$ cat config.mk
export PLATFORM = sky130hd
export DESIGN_NAME = complementary_tilt_filter_top
export DESIGN_NICKNAME = d
export VERILOG_FILES = /design/src/hdl/ctf_pkg.sv /design/src/hdl/complementary_tilt_filter_top.sv /design/src/hdl/ctf_lane.sv /design/src/hdl/ctf_merge.sv
export VERILOG_INCLUDE_DIRS = /design/src /design/src/hdl
export SDC_FILE = /design/constraint.sdc
export NUM_CORES = 2
export LEC_CHECK = 0
export ABC_AREA = 0
export BUFFER_PORTS_ARGS = -buffer_cell sky130_fd_sc_hd__buf_2
export CAP_MARGIN = 20
export CORE_MARGIN = 4
export CORE_UTILIZATION = 50
export CTS_CLUSTER_SIZE = 25
export DETAILED_ROUTE_END_ITERATION = 10
export PLACE_DENSITY = 0.68
export SETUP_SLACK_MARGIN = 0.3
export SLEW_MARGIN = 10
export SYNTH_ARGS = -nofsm -noshare
export SYNTH_HDL_FRONTEND = slang
export SYNTH_SLANG_ARGS = --single-unit
$ cat constraint.sdc
create_clock -name aclk -period 16.4 [get_ports aclk]
set_input_delay 0 -clock aclk [delete_from_list [all_inputs] [get_ports aclk]]
set_output_delay 0 -clock aclk [all_outputs]
set_load 0.005 [all_outputs]
$ cat src/hdl/complementary_tilt_filter_top_assert.svh
// Assertion helpers used by the tilt filter top RTL.
// Every check is clocked on aclk and held off while aresetn is low.
`ifndef COMPLEMENTARY_TILT_FILTER_TOP_ASSERT_SVH
`define COMPLEMENTARY_TILT_FILTER_TOP_ASSERT_SVH

// Same-cycle implication.
`define CTF_ASSERT_NOW(lbl, ante, cons, msg) \
    lbl: assert property (@(posedge aclk) disable iff (!aresetn) (ante) |-> (cons)) \
        else $error(msg);

// Next-cycle implication.
`define CTF_ASSERT_NEXT(lbl, ante, cons, msg) \
    lbl: assert property (@(posedge aclk) disable iff (!aresetn) (ante) |=> (cons)) \
        else $error(msg);

`endif

$ cat src/hdl/ctf_pkg.sv
package ctf_pkg;

    localparam int SAMPLE_WIDTH_DEF = 16;
    localparam int NUM_FIELDS       = 9;

    // register indexes on the write port
    localparam logic [1:0] REG_ENABLE        = 2'd0;
    localparam logic [1:0] REG_BLEND_GAIN    = 2'd1;
    localparam logic [1:0] REG_SAMPLE_PERIOD = 2'd2;

    localparam logic [15:0] BLEND_GAIN_RST    = 16'd64225;
    localparam logic [15:0] SAMPLE_PERIOD_RST = 16'd1311;

    // mixing coefficients, unsigned Q0.16 (17 bits so that 1.0 fits)
    localparam logic [16:0] MIX_DIAG = 17'd46341;
    localparam logic [16:0] MIX_HALF = 17'd32768;
    localparam logic [16:0] GAIN_ONE = 17'h10000;

    localparam int ROUND_HALF = 32768;

    typedef struct packed {
        logic start;   // begin a blend, frame registers valid from next cycle
        logic seed;    // load the estimate from seed_value
        logic ack;     // result taken by the merge stage
    } lane_ctl_t;

endpackage

$ cat src/hdl/complementary_tilt_filter_top.sv
// First-order complementary filter for two tilt angles over a nine-sample
// frame in signed Q3.12 (angles, body rates, auxiliary samples). While
// disabled, or on the first frame after enabling or a restart, frames pass
// through untouched and seed the estimates; otherwise angles two and three
// are blended as alpha*(estimate + period*mix(rates)) + (1-alpha)*measured
// with saturation, angle one reads zero and everything else passes through.
// A filtered frame is launched into the lanes, runs four multiply steps in
// each lane's single shared multiplier and then moves into the output
// register; a pass-through frame moves into the output register directly.
// The two angle lanes run in lockstep. Results sit in an output
// register, so a new transaction is taken while the last result waits, but
// a finished frame holds the lanes until the output register frees up.
// Configuration writes are expected only while no frame is in flight.
module complementary_tilt_filter_top
    import ctf_pkg::*;
#(
    parameter int SAMPLE_WIDTH = SAMPLE_WIDTH_DEF,
    localparam int FW = NUM_FIELDS * SAMPLE_WIDTH,
    localparam int DW = ((FW + 7) / 8) * 8
) (
    input  logic          aclk,
    input  logic          aresetn,
    // config write port
    input  logic          cfg_we,
    input  logic [1:0]    cfg_index,
    input  logic [15:0]   cfg_wdata,
    // input frame
    input  logic          s_axis_tvalid,
    output logic          s_axis_tready,
    // low to high: angle_one, angle_two, angle_three, rate_one, rate_two,
    // rate_three, aux_one, aux_two, aux_three, zero pad
    input  logic [DW-1:0] s_axis_tdata,
    // bit 0: restart
    input  logic [0:0]    s_axis_tuser,
    // result frame
    output logic          m_axis_tvalid,
    input  logic          m_axis_tready,
    // low to high: out_angle_one, out_angle_two, out_angle_three,
    // out_rate_one, out_rate_two, out_rate_three, out_aux_one,
    // out_aux_two, out_aux_three, zero pad
    output logic [DW-1:0] m_axis_tdata
);

    localparam int W  = SAMPLE_WIDTH;
    localparam int AW = W + 4;

    // config registers
    logic        enable_reg, enable_next;
    logic [15:0] gain_reg, gain_next;
    logic [15:0] period_reg, period_next;
    logic        first_pending_reg, first_pending_next;

    // frame in flight
    logic          busy_reg, busy_next;
    logic          filt_reg, filt_next;
    logic [FW-1:0] frame_reg, frame_next;

    logic accept;
    logic filter_now;
    logic out_free;
    logic load;
    logic done_two, done_three;
    logic signed [W-1:0] est_two, est_three;
    lane_ctl_t lane_ctl;

    logic signed [W-1:0]  in_angle_two, in_angle_three;
    logic signed [W-1:0]  rate_one, rate_two, rate_three;
    logic signed [AW-1:0] r1_ext, r2_ext, r3_ext;
    logic signed [AW-1:0] diff_two, diff_three;

    assign s_axis_tready = !busy_reg;
    assign accept        = s_axis_tvalid && s_axis_tready;
    assign filter_now    = enable_reg && !first_pending_reg && !s_axis_tuser[0];

    // finished frame moves to the output register once both lanes are done
    assign load = busy_reg && (!filt_reg || (done_two && done_three)) && out_free;

    assign in_angle_two   = s_axis_tdata[2*W-1:W];
    assign in_angle_three = s_axis_tdata[3*W-1:2*W];

    // rate mixing inputs, taken from the held frame
    assign rate_one   = frame_reg[4*W-1:3*W];
    assign rate_two   = frame_reg[5*W-1:4*W];
    assign rate_three = frame_reg[6*W-1:5*W];
    assign r1_ext     = {{4{rate_one[W-1]}}, rate_one};
    assign r2_ext     = {{4{rate_two[W-1]}}, rate_two};
    assign r3_ext     = {{4{rate_three[W-1]}}, rate_three};
    assign diff_two   = r2_ext - r1_ext;
    assign diff_three = (r3_ext <<< 1) - r1_ext - r2_ext;

    always_comb begin
        lane_ctl.start = accept && filter_now;
        lane_ctl.seed  = accept && !filter_now;
        lane_ctl.ack   = load;
    end

    always_comb begin
        enable_next        = enable_reg;
        gain_next          = gain_reg;
        period_next        = period_reg;
        first_pending_next = first_pending_reg;
        busy_next          = busy_reg;
        filt_next          = filt_reg;
        frame_next         = frame_reg;
        if (load) begin
            busy_next = 1'b0;
        end
        if (accept) begin
            busy_next          = 1'b1;
            filt_next          = filter_now;
            frame_next         = s_axis_tdata[FW-1:0];
            first_pending_next = !enable_reg;
        end
        if (cfg_we) begin
            unique case (cfg_index)
                REG_ENABLE: begin
                    enable_next = cfg_wdata[0];
                    if (!cfg_wdata[0]) begin
                        first_pending_next = 1'b1;
                    end
                end
                REG_BLEND_GAIN:    gain_next   = cfg_wdata;
                REG_SAMPLE_PERIOD: period_next = cfg_wdata;
                default: ;
            endcase
        end
    end

    always_ff @(posedge aclk) begin
        if (!aresetn) begin
            enable_reg        <= 1'b0;
            gain_reg          <= BLEND_GAIN_RST;
            period_reg        <= SAMPLE_PERIOD_RST;
            first_pending_reg <= 1'b1;
            busy_reg          <= 1'b0;
            filt_reg          <= 1'b0;
        end else begin
            enable_reg        <= enable_next;
            gain_reg          <= gain_next;
            period_reg        <= period_next;
            first_pending_reg <= first_pending_next;
            busy_reg          <= busy_next;
            filt_reg          <= filt_next;
        end
        frame_reg <= frame_next;
    end

    // angle two lane: 0.7071*(rate_two - rate_one)
    ctf_lane #(
        .SAMPLE_WIDTH (SAMPLE_WIDTH)
    ) u_lane_two (
        .aclk       (aclk),
        .aresetn    (aresetn),
        .ctl        (lane_ctl),
        .seed_value (in_angle_two),
        .diff       (diff_two),
        .meas       (frame_reg[2*W-1:W]),
        .mix_coef   (MIX_DIAG),
        .period     (period_reg),
        .gain       (gain_reg),
        .done       (done_two),
        .result     (est_two)
    );

    // angle three lane: 0.5*(2*rate_three - rate_one - rate_two)
    ctf_lane #(
        .SAMPLE_WIDTH (SAMPLE_WIDTH)
    ) u_lane_three (
        .aclk       (aclk),
        .aresetn    (aresetn),
        .ctl        (lane_ctl),
        .seed_value (in_angle_three),
        .diff       (diff_three),
        .meas       (frame_reg[3*W-1:2*W]),
        .mix_coef   (MIX_HALF),
        .period     (period_reg),
        .gain       (gain_reg),
        .done       (done_three),
        .result     (est_three)
    );

    ctf_merge #(
        .SAMPLE_WIDTH (SAMPLE_WIDTH)
    ) u_merge (
        .aclk          (aclk),
        .aresetn       (aresetn),
        .load          (load),
        .filt          (filt_reg),
        .frame         (frame_reg),
        .est_two       (est_two),
        .est_three     (est_three),
        .m_axis_tready (m_axis_tready),
        .m_axis_tvalid (m_axis_tvalid),
        .m_axis_tdata  (m_axis_tdata),
        .out_free      (out_free)
    );

`include "complementary_tilt_filter_top_assert.svh"

    // lanes run in lockstep
    `CTF_ASSERT_NOW(a_lanes_lockstep, 1'b1, done_two == done_three, "lanes out of step")
    // a freshly launched blend cannot be finished on the next cycle
    `CTF_ASSERT_NEXT(a_blend_not_instant, accept && filter_now, !done_two && !load,
        "blend finished too early")
    // an accepted frame while enabled clears the first-frame flag when no config write comes in the same cycle
    `CTF_ASSERT_NEXT(a_first_cleared, accept && enable_reg && !cfg_we, !first_pending_reg,
        "first-frame flag not cleared")

endmodule

$ cat src/hdl/ctf_lane.sv
module ctf_lane
    import ctf_pkg::*;
#(
    parameter int SAMPLE_WIDTH = SAMPLE_WIDTH_DEF,
    localparam int AW = SAMPLE_WIDTH + 4
) (
    input  logic                           aclk,
    input  logic                           aresetn,
    input  lane_ctl_t                      ctl,
    input  logic signed [SAMPLE_WIDTH-1:0] seed_value,
    input  logic signed [AW-1:0]           diff,
    input  logic signed [SAMPLE_WIDTH-1:0] meas,
    input  logic        [16:0]             mix_coef,
    input  logic        [15:0]             period,
    input  logic        [15:0]             gain,
    output logic                           done,
    output logic signed [SAMPLE_WIDTH-1:0] result
);

    localparam int W  = SAMPLE_WIDTH;
    localparam int BW = 18;
    localparam int PW = AW + BW;
    localparam int RW = PW + 1 - 16;

    localparam logic [1:0] STEP_MIX  = 2'd0;
    localparam logic [1:0] STEP_INC  = 2'd1;
    localparam logic [1:0] STEP_GAIN = 2'd2;
    localparam logic [1:0] STEP_MEAS = 2'd3;

    localparam logic signed [PW-1:0] HALF_P = PW'(ROUND_HALF);
    localparam logic signed [PW:0]   HALF_S = (PW + 1)'(ROUND_HALF);
    localparam logic signed [RW-1:0] SAT_HI = {{(RW - W + 1){1'b0}}, {(W - 1){1'b1}}};
    localparam logic signed [RW-1:0] SAT_LO = {{(RW - W + 1){1'b1}}, {(W - 1){1'b0}}};

    logic [1:0]             step_reg, step_next;
    logic                   run_reg, run_next;
    logic                   done_reg, done_next;
    logic signed [W-1:0]    est_reg, est_next;
    logic signed [AW-1:0]   mix_reg, mix_next;
    logic signed [AW-1:0]   pred_reg, pred_next;
    logic signed [PW-1:0]   acc_reg, acc_next;

    logic signed [AW-1:0]   op_a;
    logic signed [BW-1:0]   op_b;
    logic signed [PW-1:0]   prod;
    logic signed [PW-1:0]   prod_rnd;
    logic signed [PW:0]     sum;
    logic signed [RW-1:0]   fin;
    logic signed [W-1:0]    fin_sat;
    logic signed [AW-1:0]   est_ext;
    logic signed [AW-1:0]   meas_ext;

    assign est_ext  = {{4{est_reg[W-1]}}, est_reg};
    assign meas_ext = {{4{meas[W-1]}}, meas};

    // one shared multiplier, operands picked by step
    always_comb begin
        unique case (step_reg)
            STEP_MIX: begin
                op_a = diff;
                op_b = {1'b0, mix_coef};
            end
            STEP_INC: begin
                op_a = mix_reg;
                op_b = {2'b00, period};
            end
            STEP_GAIN: begin
                op_a = pred_reg;
                op_b = {2'b00, gain};
            end
            default: begin
                op_a = meas_ext;
                op_b = {1'b0, GAIN_ONE - {1'b0, gain}};
            end
        endcase
    end

    assign prod     = op_a * op_b;
    assign prod_rnd = prod + HALF_P;
    assign sum      = {acc_reg[PW-1], acc_reg} + {prod[PW-1], prod} + HALF_S;
    assign fin      = $signed(sum[PW:16]);

    always_comb begin
        if (fin > SAT_HI) begin
            fin_sat = SAT_HI[W-1:0];
        end else if (fin < SAT_LO) begin
            fin_sat = SAT_LO[W-1:0];
        end else begin
            fin_sat = fin[W-1:0];
        end
    end

    always_comb begin
        step_next = step_reg;
        run_next  = run_reg;
        done_next = done_reg;
        est_next  = est_reg;
        mix_next  = mix_reg;
        pred_next = pred_reg;
        acc_next  = acc_reg;
        if (ctl.ack) begin
            done_next = 1'b0;
        end
        if (ctl.seed) begin
            est_next = seed_value;
        end
        if (ctl.start) begin
            run_next  = 1'b1;
            step_next = STEP_MIX;
            done_next = 1'b0;
        end else if (run_reg) begin
            step_next = step_reg + 2'd1;
            unique case (step_reg)
                STEP_MIX: begin
                    mix_next = $signed(prod_rnd[AW+15:16]);
                end
                STEP_INC: begin
                    pred_next = est_ext + $signed(prod_rnd[AW+15:16]);
                end
                STEP_GAIN: begin
                    acc_next = prod;
                end
                default: begin
                    est_next  = fin_sat;
                    run_next  = 1'b0;
                    done_next = 1'b1;
                end
            endcase
        end
    end

    always_ff @(posedge aclk) begin
        if (!aresetn) begin
            step_reg <= STEP_MIX;
            run_reg  <= 1'b0;
            done_reg <= 1'b0;
            est_reg  <= '0;
        end else begin
            step_reg <= step_next;
            run_reg  <= run_next;
            done_reg <= done_next;
            est_reg  <= est_next;
        end
        mix_reg  <= mix_next;
        pred_reg <= pred_next;
        acc_reg  <= acc_next;
    end

    assign done   = done_reg;
    assign result = est_reg;

endmodule

$ cat src/hdl/ctf_merge.sv
module ctf_merge
    import ctf_pkg::*;
#(
    parameter int SAMPLE_WIDTH = SAMPLE_WIDTH_DEF,
    localparam int FW = NUM_FIELDS * SAMPLE_WIDTH,
    localparam int DW = ((FW + 7) / 8) * 8
) (
    input  logic                           aclk,
    input  logic                           aresetn,
    input  logic                           load,
    input  logic                           filt,
    input  logic [FW-1:0]                  frame,
    input  logic signed [SAMPLE_WIDTH-1:0] est_two,
    input  logic signed [SAMPLE_WIDTH-1:0] est_three,
    input  logic                           m_axis_tready,
    output logic                           m_axis_tvalid,
    output logic [DW-1:0]                  m_axis_tdata,
    output logic                           out_free
);

    localparam int W = SAMPLE_WIDTH;

    logic          valid_reg, valid_next;
    logic [FW-1:0] data_reg, data_next;
    logic [FW-1:0] merged;

    // filtered frame: angle one zeroed, angles two and three from the lanes
    always_comb begin
        merged = frame;
        if (filt) begin
            merged[W-1:0]     = '0;
            merged[2*W-1:W]   = est_two;
            merged[3*W-1:2*W] = est_three;
        end
    end

    assign out_free = !valid_reg || m_axis_tready;

    always_comb begin
        valid_next = valid_reg;
        data_next  = data_reg;
        if (load) begin
            valid_next = 1'b1;
            data_next  = merged;
        end else if (m_axis_tready) begin
            valid_next = 1'b0;
        end
    end

    always_ff @(posedge aclk) begin
        if (!aresetn) begin
            valid_reg <= 1'b0;
        end else begin
            valid_reg <= valid_next;
        end
        data_reg <= data_next;
    end

    assign m_axis_tvalid = valid_reg;
    assign m_axis_tdata  = DW'(data_reg);

endmodule
# [Yosys cells after proc, flatten, opt, wreduce, memory -nomap -nowiden]
# Cells that the tools add are included.
[word_totals] mem_bits_rw=0 latchBits=0 reg_bits=521 word_cells=123 inputBits=168 memories=0 mem_bits_ro=0 out_inout_bits=146
[op_classes] mul=2 eq_ne=6 magnitude_cmp=4 add_sub_neg=14 muxes=37 div_mod_pow=0 n_reduce_logical=34 n_bitwise=2 n_shift=0
[ops] op="2-to-1 mux 16 bit" count=12
[ops] op="one-hot mux 20 bit (3 select lines)" count=2
[ops] op="one-hot mux 17 bit (3 select lines)" count=2
[ops] op="adder 38 x 38 -> 39 bit" count=2
[ops] op="adder 39 x 16 -> 39 bit, second input constant" count=2
[ops] op="multiplier 20 x 18 -> 38 bit" count=2
[ops] op="adder 36 x 17 -> 36 bit, second input constant" count=2
[ops] op="2-to-1 mux 48 bit" count=1
[ops] op="greater-than comparator 23 x 16 -> 1 bit, second input constant" count=2
[ops] op="< comparator 23 x 16 -> 1 bit, second input constant" count=2
[ops] op="adder 16 x 20 -> 20 bit" count=2
[ops] op="2-to-1 mux 1 bit" count=20
[ops] op="subtractor 18 x 16 -> 19 bit" count=1
[ops] op="AND reduction 3 bit" count=6
[ops] op="subtractor 17 x 16 -> 18 bit" count=1
[ops] op="subtractor 16 x 16 -> 17 bit" count=1
[ops] op="subtractor 17 x 16 -> 17 bit, first input constant" count=1
[ops] op="logical AND 1 bit" count=8
[ops] op="zero test 1 bit" count=7
[ops] op="equality test 2 x 1 -> 1 bit, second input constant" count=3
[ops] op="equality test 2 bit, second input constant" count=3
[ops] op="zero test 2 bit" count=3
[ops] op="AND reduction 2 bit" count=3
[ops] op="OR reduction 3 bit" count=2
[ops] op="5 further kinds" count=9

# [Longest topological paths before layout]
[depth] ltp_word=12 ltp_mapped=55 mapped_depth_nobuf=53

# [Hierarchy]
# A second synthesis with hierarchy kept.
[hier_totals] cells_unflattened=5462 area_unflattened_um2=54319.6
[by_module_without_submodules] module="ctf_lane at u_lane_two" area_each_um2=20975.1 seq_area_each_um2=2742.6 instances=1 cells_per_inst=2370
[by_module_without_submodules] module="ctf_lane at u_lane_three" area_each_um2=20520.9 seq_area_each_um2=2742.6 instances=1 cells_per_inst=2296
[by_module_without_submodules] module="complementary_tilt_filter_top" area_each_um2=7943.9 seq_area_each_um2=5044.8 instances=1 cells_per_inst=595
[by_module_without_submodules] module="ctf_merge" area_each_um2=4879.7 seq_area_each_um2=4344.2 instances=1 cells_per_inst=201

# [Worst setup path before layout]
# Ideal clock, no wire load.
[synth_timing] kind="register -> register" startpoint="register frame_reg[66]" endpoint="register u_lane_three.est_reg[10], in the netlist u_lane_three.result[10]" path_stages_with_launch=54 setup_ns=0.122 period_less_slack_ns=11.957 n_path_buf=3 t_required_ns=16.278 setup_slack_ns=4.443 t_arrival_ns=11.835 cell_sequence="edfxtp_1 > inv_1 > fa_1 > ha_1 > a21o_1 > a21oi_1 > o21ai_0 > a21oi_1 > o21ai_1 > a21oi_1 > o21bai_1 > a2111o_1 > a41o_1 > a21o_1 > a211oi_1 > o32a_1 > clkbuf_1 > nor2_1 > (+18 left out) > nand2b_1 > a21oi_1 > xnor2_1 > ha_1 > ha_1 > clkbuf_1 > a21o_1 > a21o_1 > a21oi_1 > nor3b_1 > o211ai_1 > a221oi_1 > o21ba_2 > nor4_1 > a221oi_1 > a21boi_1 > buf_2 > a21oi_1"
[synth_via] elab_chain_cells=11 word_cells_on_any_way=12 cone_classes="add/sub: 3; mul: 1; order compare: 2; mux: 6"
[synth_lines] item="from (decl)" line="complementary_tilt_filter_top.sv:56" rtl="logic [FW-1:0] frame_reg, frame_next;"
[synth_lines] item="from (signal assigned)" line="complementary_tilt_filter_top.sv:145" rtl="frame_reg <= frame_next;"
[synth_lines] item="subtractor 18 x 16 -> 19 bit (*)" line="complementary_tilt_filter_top.sv:89" rtl="assign diff_three = (r3_ext <<< 1) - r1_ext - r2_ext;"
[synth_lines] item="one-hot mux 20 bit (3 select lines) (*)" line="ctf_lane.sv:58" rtl="unique case (step_reg)"
[synth_lines] item="multiplier 20 x 18 -> 38 bit (*)" line="ctf_lane.sv:78" rtl="assign prod = op_a * op_b;"
[synth_lines] item="net u_lane_three.prod[30]" line="ctf_lane.sv:45" rtl="logic signed [PW-1:0] prod;"
[synth_lines] item="adder 38 x 38 -> 39 bit (*)" line="ctf_lane.sv:80" rtl="assign sum = {acc_reg[PW-1], acc_reg} + {prod[PW-1], prod} + HALF_S;"
[synth_lines] item="adder 39 x 16 -> 39 bit (*)" line="ctf_lane.sv:80"
[synth_lines] item="< comparator 23 x 16 -> 1 bit" line="ctf_lane.sv:86" rtl="end else if (fin < SAT_LO) begin"
[synth_lines] item="2-to-1 mux 16 bit" line="ctf_lane.sv:86"
[synth_lines] item="2-to-1 mux 16 bit (*)" line="ctf_lane.sv:84" rtl="if (fin > SAT_HI) begin"
[synth_lines] item="2-to-1 mux 16 bit (*)" line="ctf_lane.sv:113" rtl="unique case (step_reg)"
[synth_lines] item="2-to-1 mux 16 bit (*)" line="ctf_lane.sv:111" rtl="end else if (run_reg) begin"
[synth_lines] item="2-to-1 mux 16 bit (*)" line="ctf_lane.sv:107" rtl="if (ctl.start) begin"
[synth_lines] item="to (signal assigned)" line="ctf_lane.sv:142" rtl="est_reg <= est_next;"
[synth_lines] item="to (decl)" line="ctf_lane.sv:38" rtl="logic signed [W-1:0] est_reg, est_next;"
# Mark *: on every way through the listed nets, which the timed path passes. The rest lies on a longest branch.
# A chain may end at the register's enable or synchronous reset.

# [Worst setup path in the final report]
[layout_timing] startpoint="register frame_reg[48]" endpoint="register u_lane_two.est_reg[2], in the netlist u_lane_two.result[2]"
[layout_via] elab_chain_cells=11 word_cells_on_any_way=12 cone_classes="add/sub: 3; mul: 1; order compare: 2; mux: 6"
[layout_lines] item="subtractor 16 x 16 -> 17 bit (*)" line="complementary_tilt_filter_top.sv:88" rtl="assign diff_two = r2_ext - r1_ext;"
[layout_lines] item="one-hot mux 20 bit (3 select lines) (*)" line="ctf_lane.sv:58"
[layout_lines] item="multiplier 20 x 18 -> 38 bit (*)" line="ctf_lane.sv:78"
[layout_lines] item="net u_lane_two.prod[29]" line="ctf_lane.sv:45"
[layout_lines] item="adder 38 x 38 -> 39 bit (*)" line="ctf_lane.sv:80"
[layout_lines] item="adder 39 x 16 -> 39 bit (*)" line="ctf_lane.sv:80"
[layout_lines] item="< comparator 23 x 16 -> 1 bit" line="ctf_lane.sv:86"
[layout_lines] item="2-to-1 mux 16 bit" line="ctf_lane.sv:86"
[layout_lines] item="2-to-1 mux 16 bit (*)" line="ctf_lane.sv:84"
[layout_lines] item="2-to-1 mux 16 bit (*)" line="ctf_lane.sv:113"
[layout_lines] item="2-to-1 mux 16 bit (*)" line="ctf_lane.sv:111"
[layout_lines] item="2-to-1 mux 16 bit (*)" line="ctf_lane.sv:107"
[layout_lines] item="to (signal assigned)" line="ctf_lane.sv:142"
[layout_lines] item="to (decl)" line="ctf_lane.sv:38"
# Marked as above.

==> reports/metrics.cfg <==
[grt]
grt_pass1_wl_mm = 240
grt_overflow = 0
antenna_found_initial = 12
grt_max_degree = 75
grtUsageTotal_pct = 28.3
grt_pass1_vias = 40500

[critical_path]
cp_max_fo = 10
worst-setup-path-type = reg -> reg
critPathArrivalTime_ps = 14820
crit_slowest_cell = a221oi_1
start_kind = flop
cp.required_ps = 16900
cp-end-kind = flop
critPathMaxStageDelay_ps = 900

[sta]
period_needed_ps = 14320
finalHoldViolCount = 0
rsz0062_at_grt = false
worst_hold_slack_ps = 41.4
worst_pin_slew_ps = 1210
finalCritPeriodShare_pct = 87.3
timing.setup.tns_ps = 0
fin_worst_skew_ps = 31.3
slew_violations = 0
setup_violations = 0
timing.fmax_ghz = 0.0698
slew_headroom_pct = 18.5

[route]
wl_per_cell_um = 21.9
routed_wl_mm = 156
routed_via_density = 5.59
drcViolationCount = 0
antenna_left = 0
drt_iter0_drc = 3368
drt_first_pass_iters = 6
dr_total_vias = 39700

[yosys]
synthCells = 5172
synthFlopType = edfxtp_1
syn_avg_cell_area_um2 = 10.1
async_reset_ff_share_pct = 0
synth_area_leaders = fa_1, edfxtp_1, ha_1, inv_1, nand2_1
ys_top_cells_by_count = inv_1, fa_1, nand2_1, edfxtp_1, ha_1
synth-simple-area-share_pct = 11.7
synth_top_family_by_area = adder cells
synth_mux_area_share_pct = 1.17
synth_fa_ha_area_share_pct = 36.9
yosys.area.top_type = fa_1
synthXorXnorAreaFrac_pct = 3.80
synth_nets = 6470
yosysTopAreaCellShare_pct = 26.6
synth_most_common_cell = inv_1
netlist_area_mm2 = 0.0524
synth_compound_area_share_pct = 10.2
synth_cell_types = 89
ys_ff_latch = 521
synth-seq-area-share_pct = 28.4
synth_edf_count = 444
yosys_warnings = 0

[placement]
gp_congestion = 0.971
numPortBuffers = 313
place_inst = 6786
place_hpwl_mm = 120

[clocking]
ctsHoldBuffers = 199
cts_tree = yes
ctsHtreeMaxLevel = 2
postCtsResizedCells = 0
cts_num_sinks = 521
post-cts-setup-buffers = 0
clockBufferDepth = 3
numCtsBuffers = 58
clk_pin_slew_ps = 60
root_buffer = clkbuf_16
insertion_delay_ps = 680

[run]
cap_violations = 0

[floorplan]
die-area_mm2 = 0.110
die_h_um = 332
ios = 314
die-width_um = 332
initial_utilization_pct = 50.5
num_rows = 118
core_region_area_mm2 = 0.104

[min_path]
min_path_type = in -> reg

[final_layout]
fin_nets = 6967
drive_gt1_share_pct = 10.4
final_cells = 7099
area_growth_pct = 14.0

[status]
outcome = finished, final reports clean

## metrics by stage
step | util, % | worst slack, ps | cell area [um2]
2_1_floorplan | - | 4440 | 52400
3_3_place_gp | 53.7 | 2780 | 55700
3_5_place_dp | 53.7 | 2370 | 55800
4_1_cts | 57.5 | 2300 | 59700
5_1_grt | 57.6 | 920 | 59800
6_report | 57.6 | 2080 | 59800
## logic make-up (layout without fill, tap and decap cells)
| kind of cell | Yosys count | in the layout |
|---|---|---|
| compound gates | 799 | 799 |
| other cells | 0 | 3 |
| simple gates | 1350 | 1350 |
| fa+ha+maj | 1130 | 1130 |
| buf+inv | 1093 | 1637 |
| flops | 521 | 521 |
| mux | 55 | 55 |
| xor+xnor | 224 | 224 |
## final cells by class
type,instances,area [um2]
fill,8933,44000
antenna,3,7.51
sequential,521,14900
timing repair buffer,595,4200
clock inverter,31,392
tap,1380,1730
multi-input combinational,3558,33500
clock buffer,76,1570
inverter,935,3520
## final timing paths
path	from	to	slack (ps)	cells past startpoint
min reg2reg	frame_reg[133]	u_merge.m_axis_tdata[133]	420	0
min	s_axis_tdata[126]	frame_reg[126]	40	2
max	frame_reg[48]	u_lane_two.result[2]	2080	48
max reg2reg	frame_reg[48]	u_lane_two.result[2]	2080	48
## routing by layer
layer	vias to the layer above	share of wire (%)	track usage, %
met4	6	4.2	10.1
li1	17900	-	-
met5	-	0.028	0
met2	1826	45	44.7
met3	340	9.9	6.77
met1	19600	41	38.4
## layout by cell type (no fill, tap or decap), types with 76 or more instances in the layout
master         count
inv_1            932
dfxtp_1           76
edfxtp_1         444
ha_1             432
nand2_1          470
a21oi_1          204
fa_1             696
nand2b_1          95
nand3_1           77
xor2_1            81
o21ai_0          159
nor2_1           423
xnor2_1          141
buf_2            313
dlygate4sd3_1    199
buf_4             80
## worst max-delay path, delay by kind of cell (launching register included)
kind | cells | cell delay [ps]
adders and majority gates | 11 | 4730
AOI/OAI and AO/OA | 25 | 6920
and+or+nand+nor | 7 | 1690
xor gates and xnor gates | 1 | 160
DFF | 1 | 420
buffers and inverters | 4 | 200
Power is not shown: default switching activity piles up to over one toggle a cycle in this logic, so the estimate is an artifact.
